[src/sle_pkg.sv]
// shared request and status codes plus the control/status bundles
// used between the list engine controller and datapath
// no dependencies
package sle_pkg;

   // request kinds carried in req_tuser
   localparam logic [2:0] OP_PUSH_BACK  = 3'd0;
   localparam logic [2:0] OP_POP_BACK   = 3'd1;
   localparam logic [2:0] OP_PUSH_FRONT = 3'd2;
   localparam logic [2:0] OP_POP_FRONT  = 3'd3;
   localparam logic [2:0] OP_INSERT     = 3'd4;
   localparam logic [2:0] OP_ERASE      = 3'd5;
   localparam logic [2:0] OP_FIND       = 3'd6;

   // result status carried in rsp_tuser
   localparam logic [2:0] ST_OK       = 3'd0;
   localparam logic [2:0] ST_FULL     = 3'd1;
   localparam logic [2:0] ST_EMPTY    = 3'd2;
   localparam logic [2:0] ST_BADPOS   = 3'd3;
   localparam logic [2:0] ST_NOTFOUND = 3'd4;

   localparam int unsigned VALUE_W = 32;
   localparam int unsigned POS_W   = 8;
   localparam int unsigned COUNT_W = 9;

   typedef struct packed {
      logic       load_req;   // capture transaction, clear result
      logic       start_walk; // set up read pointer for shift or find
      logic       walk;       // advance the walk one step
      logic       put;        // write request value, count up
      logic       cnt_dec;    // count down
      logic       set_st;     // overwrite result status
      logic [2:0] st;
      logic       hit;        // latch index of matching entry
      logic       emit;       // load output register
   } sle_cmd_type;

   typedef struct packed {
      logic [2:0] op;
      logic       full;
      logic       empty;
      logic       bad_pos;
      logic       busy;       // reads or a write still in flight
      logic       match;
      logic       out_free;
   } sle_sts_type;

endpackage

[src/sle_ctrl.sv]
// controller state machine of the list engine
// sequences check, shift, find and write phases; depends on sle_pkg
module sle_ctrl
   import sle_pkg::*;
(
   input  logic        clock,
   input  logic        reset,
   input  logic        req_valid,
   output logic        req_ready,
   input  sle_sts_type sts,
   output sle_cmd_type cmd
);

   typedef enum logic [5:0] {
      S_IDLE  = 6'b000001,
      S_CHECK = 6'b000010,
      S_SHIFT = 6'b000100,
      S_FIND  = 6'b001000,
      S_PUT   = 6'b010000,
      S_DONE  = 6'b100000
   } state_type;

   state_type state_ff, state_in;

   always_ff @(posedge clock) begin
      if (reset) begin
         state_ff <= S_IDLE;
      end else begin
         state_ff <= state_in;
      end
   end

   always_comb begin
      state_in  = state_ff;
      cmd       = '0;
      cmd.st    = ST_OK;
      req_ready = 1'b0;
      case (state_ff)
         S_IDLE: begin
            req_ready = 1'b1;
            if (req_valid) begin
               cmd.load_req = 1'b1;
               state_in     = S_CHECK;
            end
         end
         S_CHECK: begin
            state_in = S_DONE;
            case (sts.op)
               OP_PUSH_BACK: begin
                  if (sts.full) begin
                     cmd.set_st = 1'b1;
                     cmd.st     = ST_FULL;
                  end else begin
                     state_in = S_PUT;
                  end
               end
               OP_POP_BACK: begin
                  if (sts.empty) begin
                     cmd.set_st = 1'b1;
                     cmd.st     = ST_EMPTY;
                  end else begin
                     cmd.cnt_dec = 1'b1;
                  end
               end
               OP_PUSH_FRONT: begin
                  if (sts.full) begin
                     cmd.set_st = 1'b1;
                     cmd.st     = ST_FULL;
                  end else if (sts.empty) begin
                     state_in = S_PUT;
                  end else begin
                     cmd.start_walk = 1'b1;
                     state_in       = S_SHIFT;
                  end
               end
               OP_POP_FRONT: begin
                  if (sts.empty) begin
                     cmd.set_st = 1'b1;
                     cmd.st     = ST_EMPTY;
                  end else begin
                     cmd.start_walk = 1'b1;
                     state_in       = S_SHIFT;
                  end
               end
               OP_INSERT: begin
                  if (sts.bad_pos) begin
                     cmd.set_st = 1'b1;
                     cmd.st     = ST_BADPOS;
                  end else if (sts.full) begin
                     cmd.set_st = 1'b1;
                     cmd.st     = ST_FULL;
                  end else begin
                     cmd.start_walk = 1'b1;
                     state_in       = S_SHIFT;
                  end
               end
               OP_ERASE: begin
                  if (sts.empty) begin
                     cmd.set_st = 1'b1;
                     cmd.st     = ST_EMPTY;
                  end else if (sts.bad_pos) begin
                     cmd.set_st = 1'b1;
                     cmd.st     = ST_BADPOS;
                  end else begin
                     cmd.start_walk = 1'b1;
                     state_in       = S_SHIFT;
                  end
               end
               OP_FIND: begin
                  if (sts.empty) begin
                     cmd.set_st = 1'b1;
                     cmd.st     = ST_NOTFOUND;
                  end else begin
                     cmd.start_walk = 1'b1;
                     state_in       = S_FIND;
                  end
               end
               default: begin
               end
            endcase
         end
         S_SHIFT: begin
            cmd.walk = 1'b1;
            if (!sts.busy) begin
               // shift up leaves a hole for the new value, shift down just shrinks
               if (sts.op == OP_PUSH_FRONT || sts.op == OP_INSERT) begin
                  state_in = S_PUT;
               end else begin
                  cmd.cnt_dec = 1'b1;
                  state_in    = S_DONE;
               end
            end
         end
         S_FIND: begin
            cmd.walk = 1'b1;
            if (sts.match) begin
               cmd.hit  = 1'b1;
               state_in = S_DONE;
            end else if (!sts.busy) begin
               cmd.set_st = 1'b1;
               cmd.st     = ST_NOTFOUND;
               state_in   = S_DONE;
            end
         end
         S_PUT: begin
            cmd.put  = 1'b1;
            state_in = S_DONE;
         end
         S_DONE: begin
            if (sts.out_free) begin
               cmd.emit = 1'b1;
               state_in = S_IDLE;
            end
         end
         default: begin
            state_in = S_IDLE;
         end
      endcase
   end

endmodule

[config.mk]
export PLATFORM = sky130hd
export DESIGN_NAME = sle_ctrl
export DESIGN_NICKNAME = d
export VERILOG_FILES = /design/src/sle_pkg.sv /design/src/sle_ctrl.sv
export SDC_FILE = /design/constraint.sdc
export NUM_CORES = 1
export LEC_CHECK = 0
export ABC_AREA = 1
export BUFFER_PORTS_ARGS = -buffer_cell sky130_fd_sc_hd__buf_4
export CAP_MARGIN = 0
export CORE_MARGIN = 5
export CORE_UTILIZATION = 35
export CTS_BUF_LIST = sky130_fd_sc_hd__clkbuf_8
export DETAILED_ROUTE_END_ITERATION = 12
export PLACE_DENSITY = 0.7
export RECOVER_POWER = 50
export SLEW_MARGIN = 25
export SYNTH_ARGS = -nofsm -noshare
export SYNTH_HDL_FRONTEND = slang
export SYNTH_SLANG_ARGS = --single-unit
[constraint.sdc]
create_clock -name clock -period 2.29 [get_ports clock]
set_clock_uncertainty 0.2 [all_clocks]
set_input_delay 0.458 -clock clock [delete_from_list [all_inputs] [get_ports clock]]
set_output_delay 0.458 -clock clock [all_outputs]
set_load 0.005 [all_outputs]
==> results.json, run 1 <==
{
  "clk-insertion-delay-late_ns": 0.22,
  "yosysUniqueCellTypes": 27,
  "yosys.area.top_type": "dfxtp_1",
  "grt_pass1_wl_um": 2801,
  "cts_root_buf": "clkbuf_8",
  "arrival_ns": 1.41,
  "top_register": "state_ff",
  "worstPathMaxFanout": 3,
  "worst_slack_ns": 0.2261,
  "rows": 15,
  "dieArea_mm2": 0.002874,
  "async_reset_ff_share_pct": 0,
  "firstDrtPassIters": 4,
  "cp_slowest_cell": "dfxtp_1",
  "hold-path-cell-count": 2,
  "yosys_register_bits": 6,
  "grt_usage_pct": 12.98,
  "placed_area_um2": 864.6,
  "pre_cts_slack_ns": 0.2870,
  "grt_pass1_vias": 644,
  "max-slew-margin-rel_pct": 79.43,
  "regToRegEndpoint": "state_ff[4]",
  "post-cts-setup-buffers": 0,
  "vias": 792,
  "coreArea_mm2": 0.001764,
  "drt_iter0_markers": 20,
  "overflow": 0,
  "via_per_inst": 5.045,
  "cts_sinks": 6,
  "ctsResizeCount": 0,
  "synth.yosys.warnings": 0,
  "drv_slew": 0,
  "ant_nets": 0,
  "maxCapViolCount": 0,
  "setup_viol": 0,
  "synth-edff-count": 0,
  "path_clk_slew_ns": 0.03,
  "end_kind": "primary output",
  "synth_common_cells": "nand2_1 (22), inv_1 (11), nor2_1 (10), nand3_1 (7), dfxtp_1 (6)",
  "io_buffers": 23,
  "synthFlopType": "dfxtp_1",
  "r2r_start": "state_ff[0]",
  "stdcell_area_um2": 893.4,
  "gp_congestion": 0.9030,
  "fin_crit_ns": 2.064,
  "wire_per_inst_um": 10.59,
  "antenna_found_initial": 0,
  "die_y_um": 53.61,
  "holdCritPathClass": "in -> reg",
  "critPathKind": "reg -> out",
  "outcome": "finished clean",
  "finalHoldViolCount": 0,
  "clock.fmax_mhz": 484.5,
  "areaGrowthSynthToFinish_pct": 34.21,
  "hold_buffers": 0,
  "diodes": 0,
  "drive_gt1_share_pct": 35.61,
  "crit_required_ns": 1.63,
  "reg2reg_depth": 7,
  "netlist_area_um2": 665.6,
  "cts_tree": "built",
  "grt_max_degree": 9,
  "drc_errors": 0,
  "ir_drop_v": 0.0002514,
  "reg2reg_setup_slack_ns": 0.68,
  "critical_path.startpoint_type": "flip-flop",
  "synthesis.nets": 119,
  "seq_area_frac_synth_pct": 18.05,
  "avgSynthCellArea_um2": 6.221,
  "holdPathEnd": "state_ff[5]",
  "synth.top_cell.area_share_pct": 18.05,
  "io_pins": 24,
  "fin_crit_sh_pct": 90.13,
  "nNetsFinal": 146,
  "synthTopCellsByArea": "dfxtp_1 (18%), nand2_1 (12%), inv_1 (6.2%)",
  "reg.largest.list": "state_ff (6)",
  "rsz0062_at_grt": "no",
  "min_from": "reset",
  "finalSetupTns_ns": 0,
  "hpwlAfterDp_um": 1409,
  "path_cells": "nor2_1 -> nand4_2 -> nor2_1 -> nand2_1 -> o21ai_0 -> buf_4",
  "initial_core_util_pct": 37.73,
  "p_per_area_mw_per_mm2": 414.6,
  "cts_buffers": 3,
  "largest_reg_flops": 6,
  "syn_inst": 107,
  "critPathBufInv": 1,
  "h-tree-depth": 1,
  "cpPeakStageDelay_ns": 0.32,
  "timing.critical_path.mode_cell": "nor2_1",
  "die_x_um": 53.61,
  "power_leakage_nw": 0.4582,
  "critPathTopFamily": "simple AND/OR/NAND/NOR gates",
  "tightest_slew_ns": 0.3053,
  "yosysMostFrequentCell": "nand2_1",
  "clockBufferDepth": 2,
  "drt-total-wl_um": 1662
}
-- layout make-up --
class                   instances  area, um^2
fillers                       196       870.8
multi-input cells              83       459.2
repair buffers                 24       180.2
flip-flops and latches          6       120.1
inverters                      16       61.31
clock buffers                   3       41.29
well taps                      25       31.28
-- how the worst max path moves through the flow --
stage                            from     end  slack, ns  depth (start not counted)
final                     state_ff[0]  cmd[6]       0.23                          6
after CTS                 state_ff[4]  cmd[9]       0.21                          6
after global placement         sts[7]  cmd[9]       0.30                          7
after floorplan                sts[7]  cmd[9]       0.45                          6
after global routing      state_ff[4]  cmd[9]       0.07                          6
after detailed placement       sts[7]  cmd[9]       0.29                          7
-- cells by family (layout without fill, tap and decap cells) --
logic type,Yosys count,count (layout),synth area share [%]
and+or+nand+nor,69,69,58.27
buffers and inverters,18,43,11.09
AOI/OAI and AO/OA,14,14,12.59
DFF,6,6,18.05
-- power by group --
group / internal [mW] / switching, mW
Clock: 0.112 / 0.0407
Combinational: 0.0439 / 0.0595
Sequential: 0.110 / 0.00418
-- cell usage in the layout (no fill, tap or decap), types with 4 or more instances in the layout --
| master | netlist | routed |
|---|---|---|
| inv_1 | 11 | 12 |
| nand4_1 | 4 | 4 |
| dfxtp_1 | 6 | 6 |
| nand3_1 | 7 | 7 |
| nor3_1 | 4 | 5 |
| buf_4 | 1 | 23 |
| nand3_2 | 4 | 4 |
| o21ai_0 | 4 | 4 |
| a21oi_1 | 4 | 4 |
| nor2_1 | 10 | 12 |
| nand2_1 | 22 | 23 |
-- per-layer routing --
layer | GRT usage, % | vias up | routed length (um)
met5 | 0 | - | 0
met4 | 2.553 | 0 | 7
met1 | 18.00 | 347 | 735
met3 | 3.601 | 2 | 116
met2 | 20.00 | 33 | 802
li1 | - | 410 | -
-- per-stage QoR --
stage / utilization, % / hold slack [ns] / power (mW) / instances
finish: 50.64 / 0.2384 / 0.3704 / 157
global route: 50.64 / 0.2450 / 0.3953 / 157
CTS: 51.35 / 0.2381 / 0.3787 / 157
detailed placement: 49.01 / 0.3082 / 0.2224 / 154
global placement: 49.01 / 0.3064 / 0.2206 / 154
floorplan: - / 0.2752 / 0.1807 / 107
No activity file was read; power rests on OpenSTA's default activity.
==> run 2: changes to the inputs <==
--- a/config.mk
+++ b/config.mk
@@ -10,8 +10,8 @@
 export CAP_MARGIN = 0
 export CORE_MARGIN = 5
-export CORE_UTILIZATION = 35
+export CORE_UTILIZATION = 50
 export CTS_BUF_LIST = sky130_fd_sc_hd__clkbuf_8
 export DETAILED_ROUTE_END_ITERATION = 12
-export PLACE_DENSITY = 0.7
+export PLACE_DENSITY = 0.9
 export RECOVER_POWER = 50
 export SLEW_MARGIN = 25
==> constraint.sdc (replaced) <==
create_clock -name clock -period 2.29 [get_ports clock]
set_clock_uncertainty 0.2 [all_clocks]
set_input_delay 0 -clock clock [delete_from_list [all_inputs] [get_ports clock]]
set_output_delay 0 -clock clock [all_outputs]
set_load 0.005 [all_outputs]
==> results.json, run 2 (synthesis gave the netlist of run 1 again) <==
{
  "cp.depth": 9,
  "wire_per_inst_um": 12.77,
  "arrival_ns": 2.06,
  "grt_pass1_vias": 746,
  "vias": 839,
  "critPathKind": "reg -> reg",
  "clk-insertion-delay-late_ns": 0.22,
  "outcome": "finished clean",
  "nNetsFinal": 150,
  "max-slew-margin-rel_pct": 79.62,
  "reg2reg_setup_slack_ns": 0.19,
  "antenna_found_initial": 0,
  "area.sequential_um2": 120.1,
  "maxCapViolCount": 0,
  "p_switching_mw": 0.1079,
  "power.internal_mw": 0.2691,
  "reg2reg_depth": 9,
  "grt_max_degree": 9,
  "rows": 13,
  "finalSetupTns_ns": 0,
  "drv_slew": 0,
  "final_common_cell": "nand2_1",
  "fin_crit_ns": 2.101,
  "h-tree-depth": 1,
  "regToRegEndpoint": "state_ff[5]",
  "critPathTopFamily": "simple AND/OR/NAND/NOR gates",
  "crit_required_ns": 2.25,
  "cts_tree": "built",
  "reg.largest.list": "state_ff (6)",
  "gp_congestion": 0.8850,
  "firstDrtPassIters": 4,
  "drt-total-wl_um": 1928,
  "use_met1_pct": 27.36,
  "largest_reg_flops": 6,
  "pwr-share-seq_pct": 30.3,
  "finalHoldViolCount": 0,
  "ant_nets": 0,
  "setup_viol": 0,
  "areaGrowthSynthToFinish_pct": 38.91,
  "initial_core_util_pct": 51.80,
  "globalRouteMet3Util_pct": 3.516,
  "pwr-share-clk_pct": 40.3,
  "swShare_pct": 28.62,
  "drt_iter0_markers": 34,
  "crit_start": "state_ff[4]",
  "fin_crit_sh_pct": 91.74,
  "rsz0062_at_grt": "no",
  "clockBufferDepth": 2,
  "min_from": "sts[5]",
  "grt_util_met2_pct": 32.42,
  "tightest_slew_ns": 0.3010,
  "hpwlAfterDp_um": 1487,
  "worst_slack_ns": 0.1891,
  "grt_usage_pct": 19.67,
  "holdCritPathClass": "in -> reg",
  "fin_cells": 151,
  "dieArea_mm2": 0.002161,
  "coreArea_mm2": 0.001285,
  "fill_cells": 107,
  "drc_errors": 0,
  "p_per_area_mw_per_mm2": 407.7,
  "busiest_layer": "met2",
  "io_buffers": 23,
  "die_x_um": 46.49,
  "r2r_start": "state_ff[4]",
  "die_y_um": 46.49,
  "overflow": 0,
  "diodes": 0,
  "power_leakage_nw": 0.4564,
  "io_pins": 24,
  "p_comb_share_pct": 29.4,
  "cp_slowest_cell": "dlygate4sd3_1",
  "clock.fmax_mhz": 476.0,
  "ir_drop_v": 0.0005321,
  "cts_root_buf": "clkbuf_8",
  "path_cells": "nor2_4 -> nand3_1 -> inv_2 -> nand2_1 -> nand2_1 -> nor2_2 -> nand2_1 -> a21oi_2 -> dlygate4sd3_1",
  "critical_path.startpoint_type": "flip-flop",
  "final_cell_mix": "nand2_1 (22), buf_4 (21), inv_1 (11), nor2_1 (10), nand3_1 (8)",
  "end_kind": "flip-flop",
  "drive_gt1_share_pct": 36.03,
  "pre_cts_slack_ns": 0.7759,
  "top_register": "state_ff",
  "grt_pass1_wl_um": 3180,
  "cts_buffers": 3,
  "timing.critical_path.mode_cell": "nand2_1",
  "via_per_inst": 5.556,
  "path_clk_slew_ns": 0.04,
  "multi_input_area_um2": 460.4,
  "cpPeakStageDelay_ns": 0.54,
  "placedCellCount": 143,
  "critPathBufInv": 2,
  "post-cts-setup-buffers": 0,
  "cts_sinks": 6,
  "worstPathMaxFanout": 4,
  "endpoint": "state_ff[5]"
}
==> run 2: worst min-delay path by stage <==
stage	to	depth (start not counted)
2_1_floorplan	state_ff[5]	1
3_3_place_gp	state_ff[5]	2
3_5_place_dp	state_ff[5]	2
4_1_cts	state_ff[4]	4
5_1_grt	state_ff[4]	4
6_report	state_ff[4]	4
==> run 2: per-layer routing <==
| metal | wire length [um] | vias to the layer above |
|---|---|---|
| met2 | 940 | 47 |
| met3 | 169 | 0 |
| met5 | 0 | - |
| met4 | 0 | 0 |
| met1 | 817 | 378 |
| li1 | - | 414 |
==> run 2: per-stage QoR <==
step / area, um^2 / hold WS (ns) / utilization (%) / power, mW
final: 924.6 / 0.01683 / 71.96 / 0.3770
after floorplan: 665.6 / -0.1376 / - / 0.1807
after global routing: 924.6 / 0.04033 / 71.96 / 0.3987
after global placement: 844.6 / 0.007384 / 65.73 / 0.2181
after detailed placement: 844.6 / 0.01088 / 65.73 / 0.2219
after CTS: 935.9 / 0.009882 / 72.83 / 0.3802
==> run 2: worst reg2reg max path: stages, from the launching register on <==
cell	delay (ns)
dfxtp_1	0.43
nor2_4	0.09
nand3_1	0.20
inv_2	0.06
nand2_1	0.09
nand2_1	0.09
nor2_2	0.16
nand2_1	0.09
a21oi_2	0.10
dlygate4sd3_1	0.54
==> run 2: power groups by stage <==
| stage | registers [mW] | clock network [mW] | logic [mW] |
|---|---|---|---|
| 2_1_floorplan | 0.115 | 0 | 0.0659 |
| 3_3_place_gp | 0.115 | 0 | 0.103 |
| 3_5_place_dp | 0.116 | 0 | 0.106 |
| 4_1_cts | 0.114 | 0.155 | 0.111 |
| 5_1_grt | 0.114 | 0.162 | 0.122 |
| 6_report | 0.114 | 0.152 | 0.111 |
==> run 2: final cells by class <==
cell class / count / area share (%)
Clock buffer: 3 / 4.465
Inverter: 16 / 6.631
Multi-Input combinational cell: 83 / 49.80
Sequential cell: 6 / 12.99
Tap cell: 15 / 2.030
Timing Repair Buffer: 28 / 24.09
==> run 2: timing repair <==
item / CTS / global route
hold buffers: 5 / 0
gates resized for setup: 0 / 0
hold endpoints to repair: 6 / 0
==> run 3: changes to the inputs <==
- CTS_BUF_LIST: sky130_fd_sc_hd__clkbuf_8 -> sky130_fd_sc_hd__clkbuf_4
==> results.json, run 3 (synthesis gave the netlist of run 1 again) <==
{
  "outcome": "finished clean",
  "top_register": "state_ff",
  "cts_tree": "built",
  "overflow": 0,
  "arrival_ns": 2.07,
  "vias": 844,
  "ir_drop_v": 0.0002347,
  "die_x_um": 46.49,
  "coreArea_mm2": 0.001285,
  "grt_usage_pct": 20.93,
  "largest_reg_flops": 6,
  "clockBufferDepth": 2,
  "h-tree-depth": 1,
  "final_cell_mix": "nand2_1 (22), buf_4 (21), inv_1 (11), nor2_1 (11), nand3_1 (8)",
  "drv_slew": 0,
  "post-cts-setup-buffers": 0,
  "tightest_slew_ns": 0.3084,
  "worstPathMaxFanout": 6,
  "regToRegEndpoint": "state_ff[5]",
  "ctsResizeCount": 0,
  "ant_nets": 0,
  "final_common_cell": "nand2_1",
  "io_pins": 24,
  "crit_required_ns": 2.23,
  "critPathKind": "in -> reg",
  "initial_core_util_pct": 51.80,
  "diodes": 0,
  "reg2reg_depth": 10,
  "setup_viol": 0,
  "drc_errors": 0,
  "reg2reg_setup_slack_ns": 0.17,
  "drt-total-wl_um": 1965,
  "power_leakage_nw": 0.4573,
  "path_cells": "dlygate4sd3_1 -> buf_4 -> inv_1 -> nand2_1 -> nand2_2 -> nand2_2 -> nor2_2 -> nand3_2 -> nand2_1 -> nand2_1 -> nand2_1 -> a21oi_2 -> dlygate4sd3_1",
  "cts_sinks": 6,
  "nNetsFinal": 152,
  "grt_pass1_vias": 767,
  "antenna_found_initial": 0,
  "maxCapViolCount": 0,
  "r2r_start": "state_ff[3]",
  "rows": 13,
  "end_kind": "flip-flop",
  "via_per_inst": 5.516,
  "hold_slack_ns": 0.04372,
  "utilization_pct": 71.86,
  "dieArea_mm2": 0.002161,
  "fin_crit_sh_pct": 93.33,
  "path_clk_slew_ns": 0.05,
  "worst_slack_ns": 0.1528,
  "hold_buffers": 7,
  "pre_cts_slack_ns": 0.7759,
  "holdCritPathClass": "in -> reg",
  "drive_gt1_share_pct": 34.78,
  "hpwlAfterDp_um": 1487,
  "cp_slowest_cell": "dlygate4sd3_1",
  "p_per_area_mw_per_mm2": 353.6,
  "min_from": "sts[8]",
  "wire_per_inst_um": 12.84,
  "firstDrtPassIters": 4,
  "cpPeakStageDelay_ns": 0.54,
  "grt_pass1_wl_um": 3318,
  "gp_congestion": 0.8850,
  "grt_max_degree": 9,
  "fin_crit_ns": 2.137,
  "timing.critical_path.mode_cell": "nand2_1",
  "holdPathEnd": "state_ff[3]",
  "drt_iter0_markers": 24,
  "cts_root_buf": "clkbuf_4",
  "areaGrowthSynthToFinish_pct": 38.72,
  "critical_path.startpoint_type": "input pin",
  "max-slew-margin-rel_pct": 79.11,
  "reg.largest.list": "state_ff (6)",
  "finalSetupTns_ns": 0,
  "clock.fmax_mhz": 467.9,
  "hold-path-cell-count": 4,
  "clk-insertion-delay-late_ns": 0.25,
  "finalHoldViolCount": 0,
  "rsz0062_at_grt": "no",
  "cts_buffers": 3,
  "die_y_um": 46.49,
  "io_buffers": 23
}
==> run 3: cell count changes in the layout (fill, tap and decap cells not counted) <==
cell and delta:
clkbuf_4 +3, clkbuf_8 -3, dlygate4sd3_1 +2, nor2_1 +1, nor2_2 -1
==> run 3: stage by stage <==
step	power (mW)	cell area [um^2]	cells
floorplan	0.1807	665.6	107
global placement	0.2181	844.6	143
detailed placement	0.2219	844.6	143
CTS	0.3287	937.1	153
global route	0.3502	923.4	153
finish	0.3265	923.4	153
==> run 3: where the power goes <==
part / internal [mW] / switching, mW
logic: 0.0493 / 0.0649
registers: 0.109 / 0.00453
clock network: 0.0593 / 0.0392
total: 0.218 / 0.109
==> run 3: layer usage <==
layer	up-vias	track usage, %	part of all wire (%)
met5	-	0	0
met1	380	28.28	44
met2	37	33.24	48
met4	0	6.818	1.0
li1	425	-	-
met3	2	3.516	6.6
==> run 3: final cells by class <==
type	instances	area [um^2]
multi-input combinational	83	457.9
sequential	6	120.1
timing repair buffer	30	242.7
clock buffer	3	22.52
fill	109	361.6
inverter	16	61.31
tap	15	18.77
==> run 3: worst max path at each step <==
stage	startpoint	end	slack (ns)
final	sts[4]	state_ff[5]	0.15
after global placement	state_ff[4]	state_ff[4]	0.81
after detailed placement	state_ff[3]	state_ff[4]	0.78
after CTS	sts[4]	state_ff[5]	0.20
after floorplan	state_ff[4]	state_ff[4]	0.91
after global routing	state_ff[3]	state_ff[5]	0.02
==> run 3: critical path, delay by kind of cell <==
kind,cells,cell delay (ns)
buf+inv,4,1.38
simple gates,8,0.64
compound gates,1,0.05
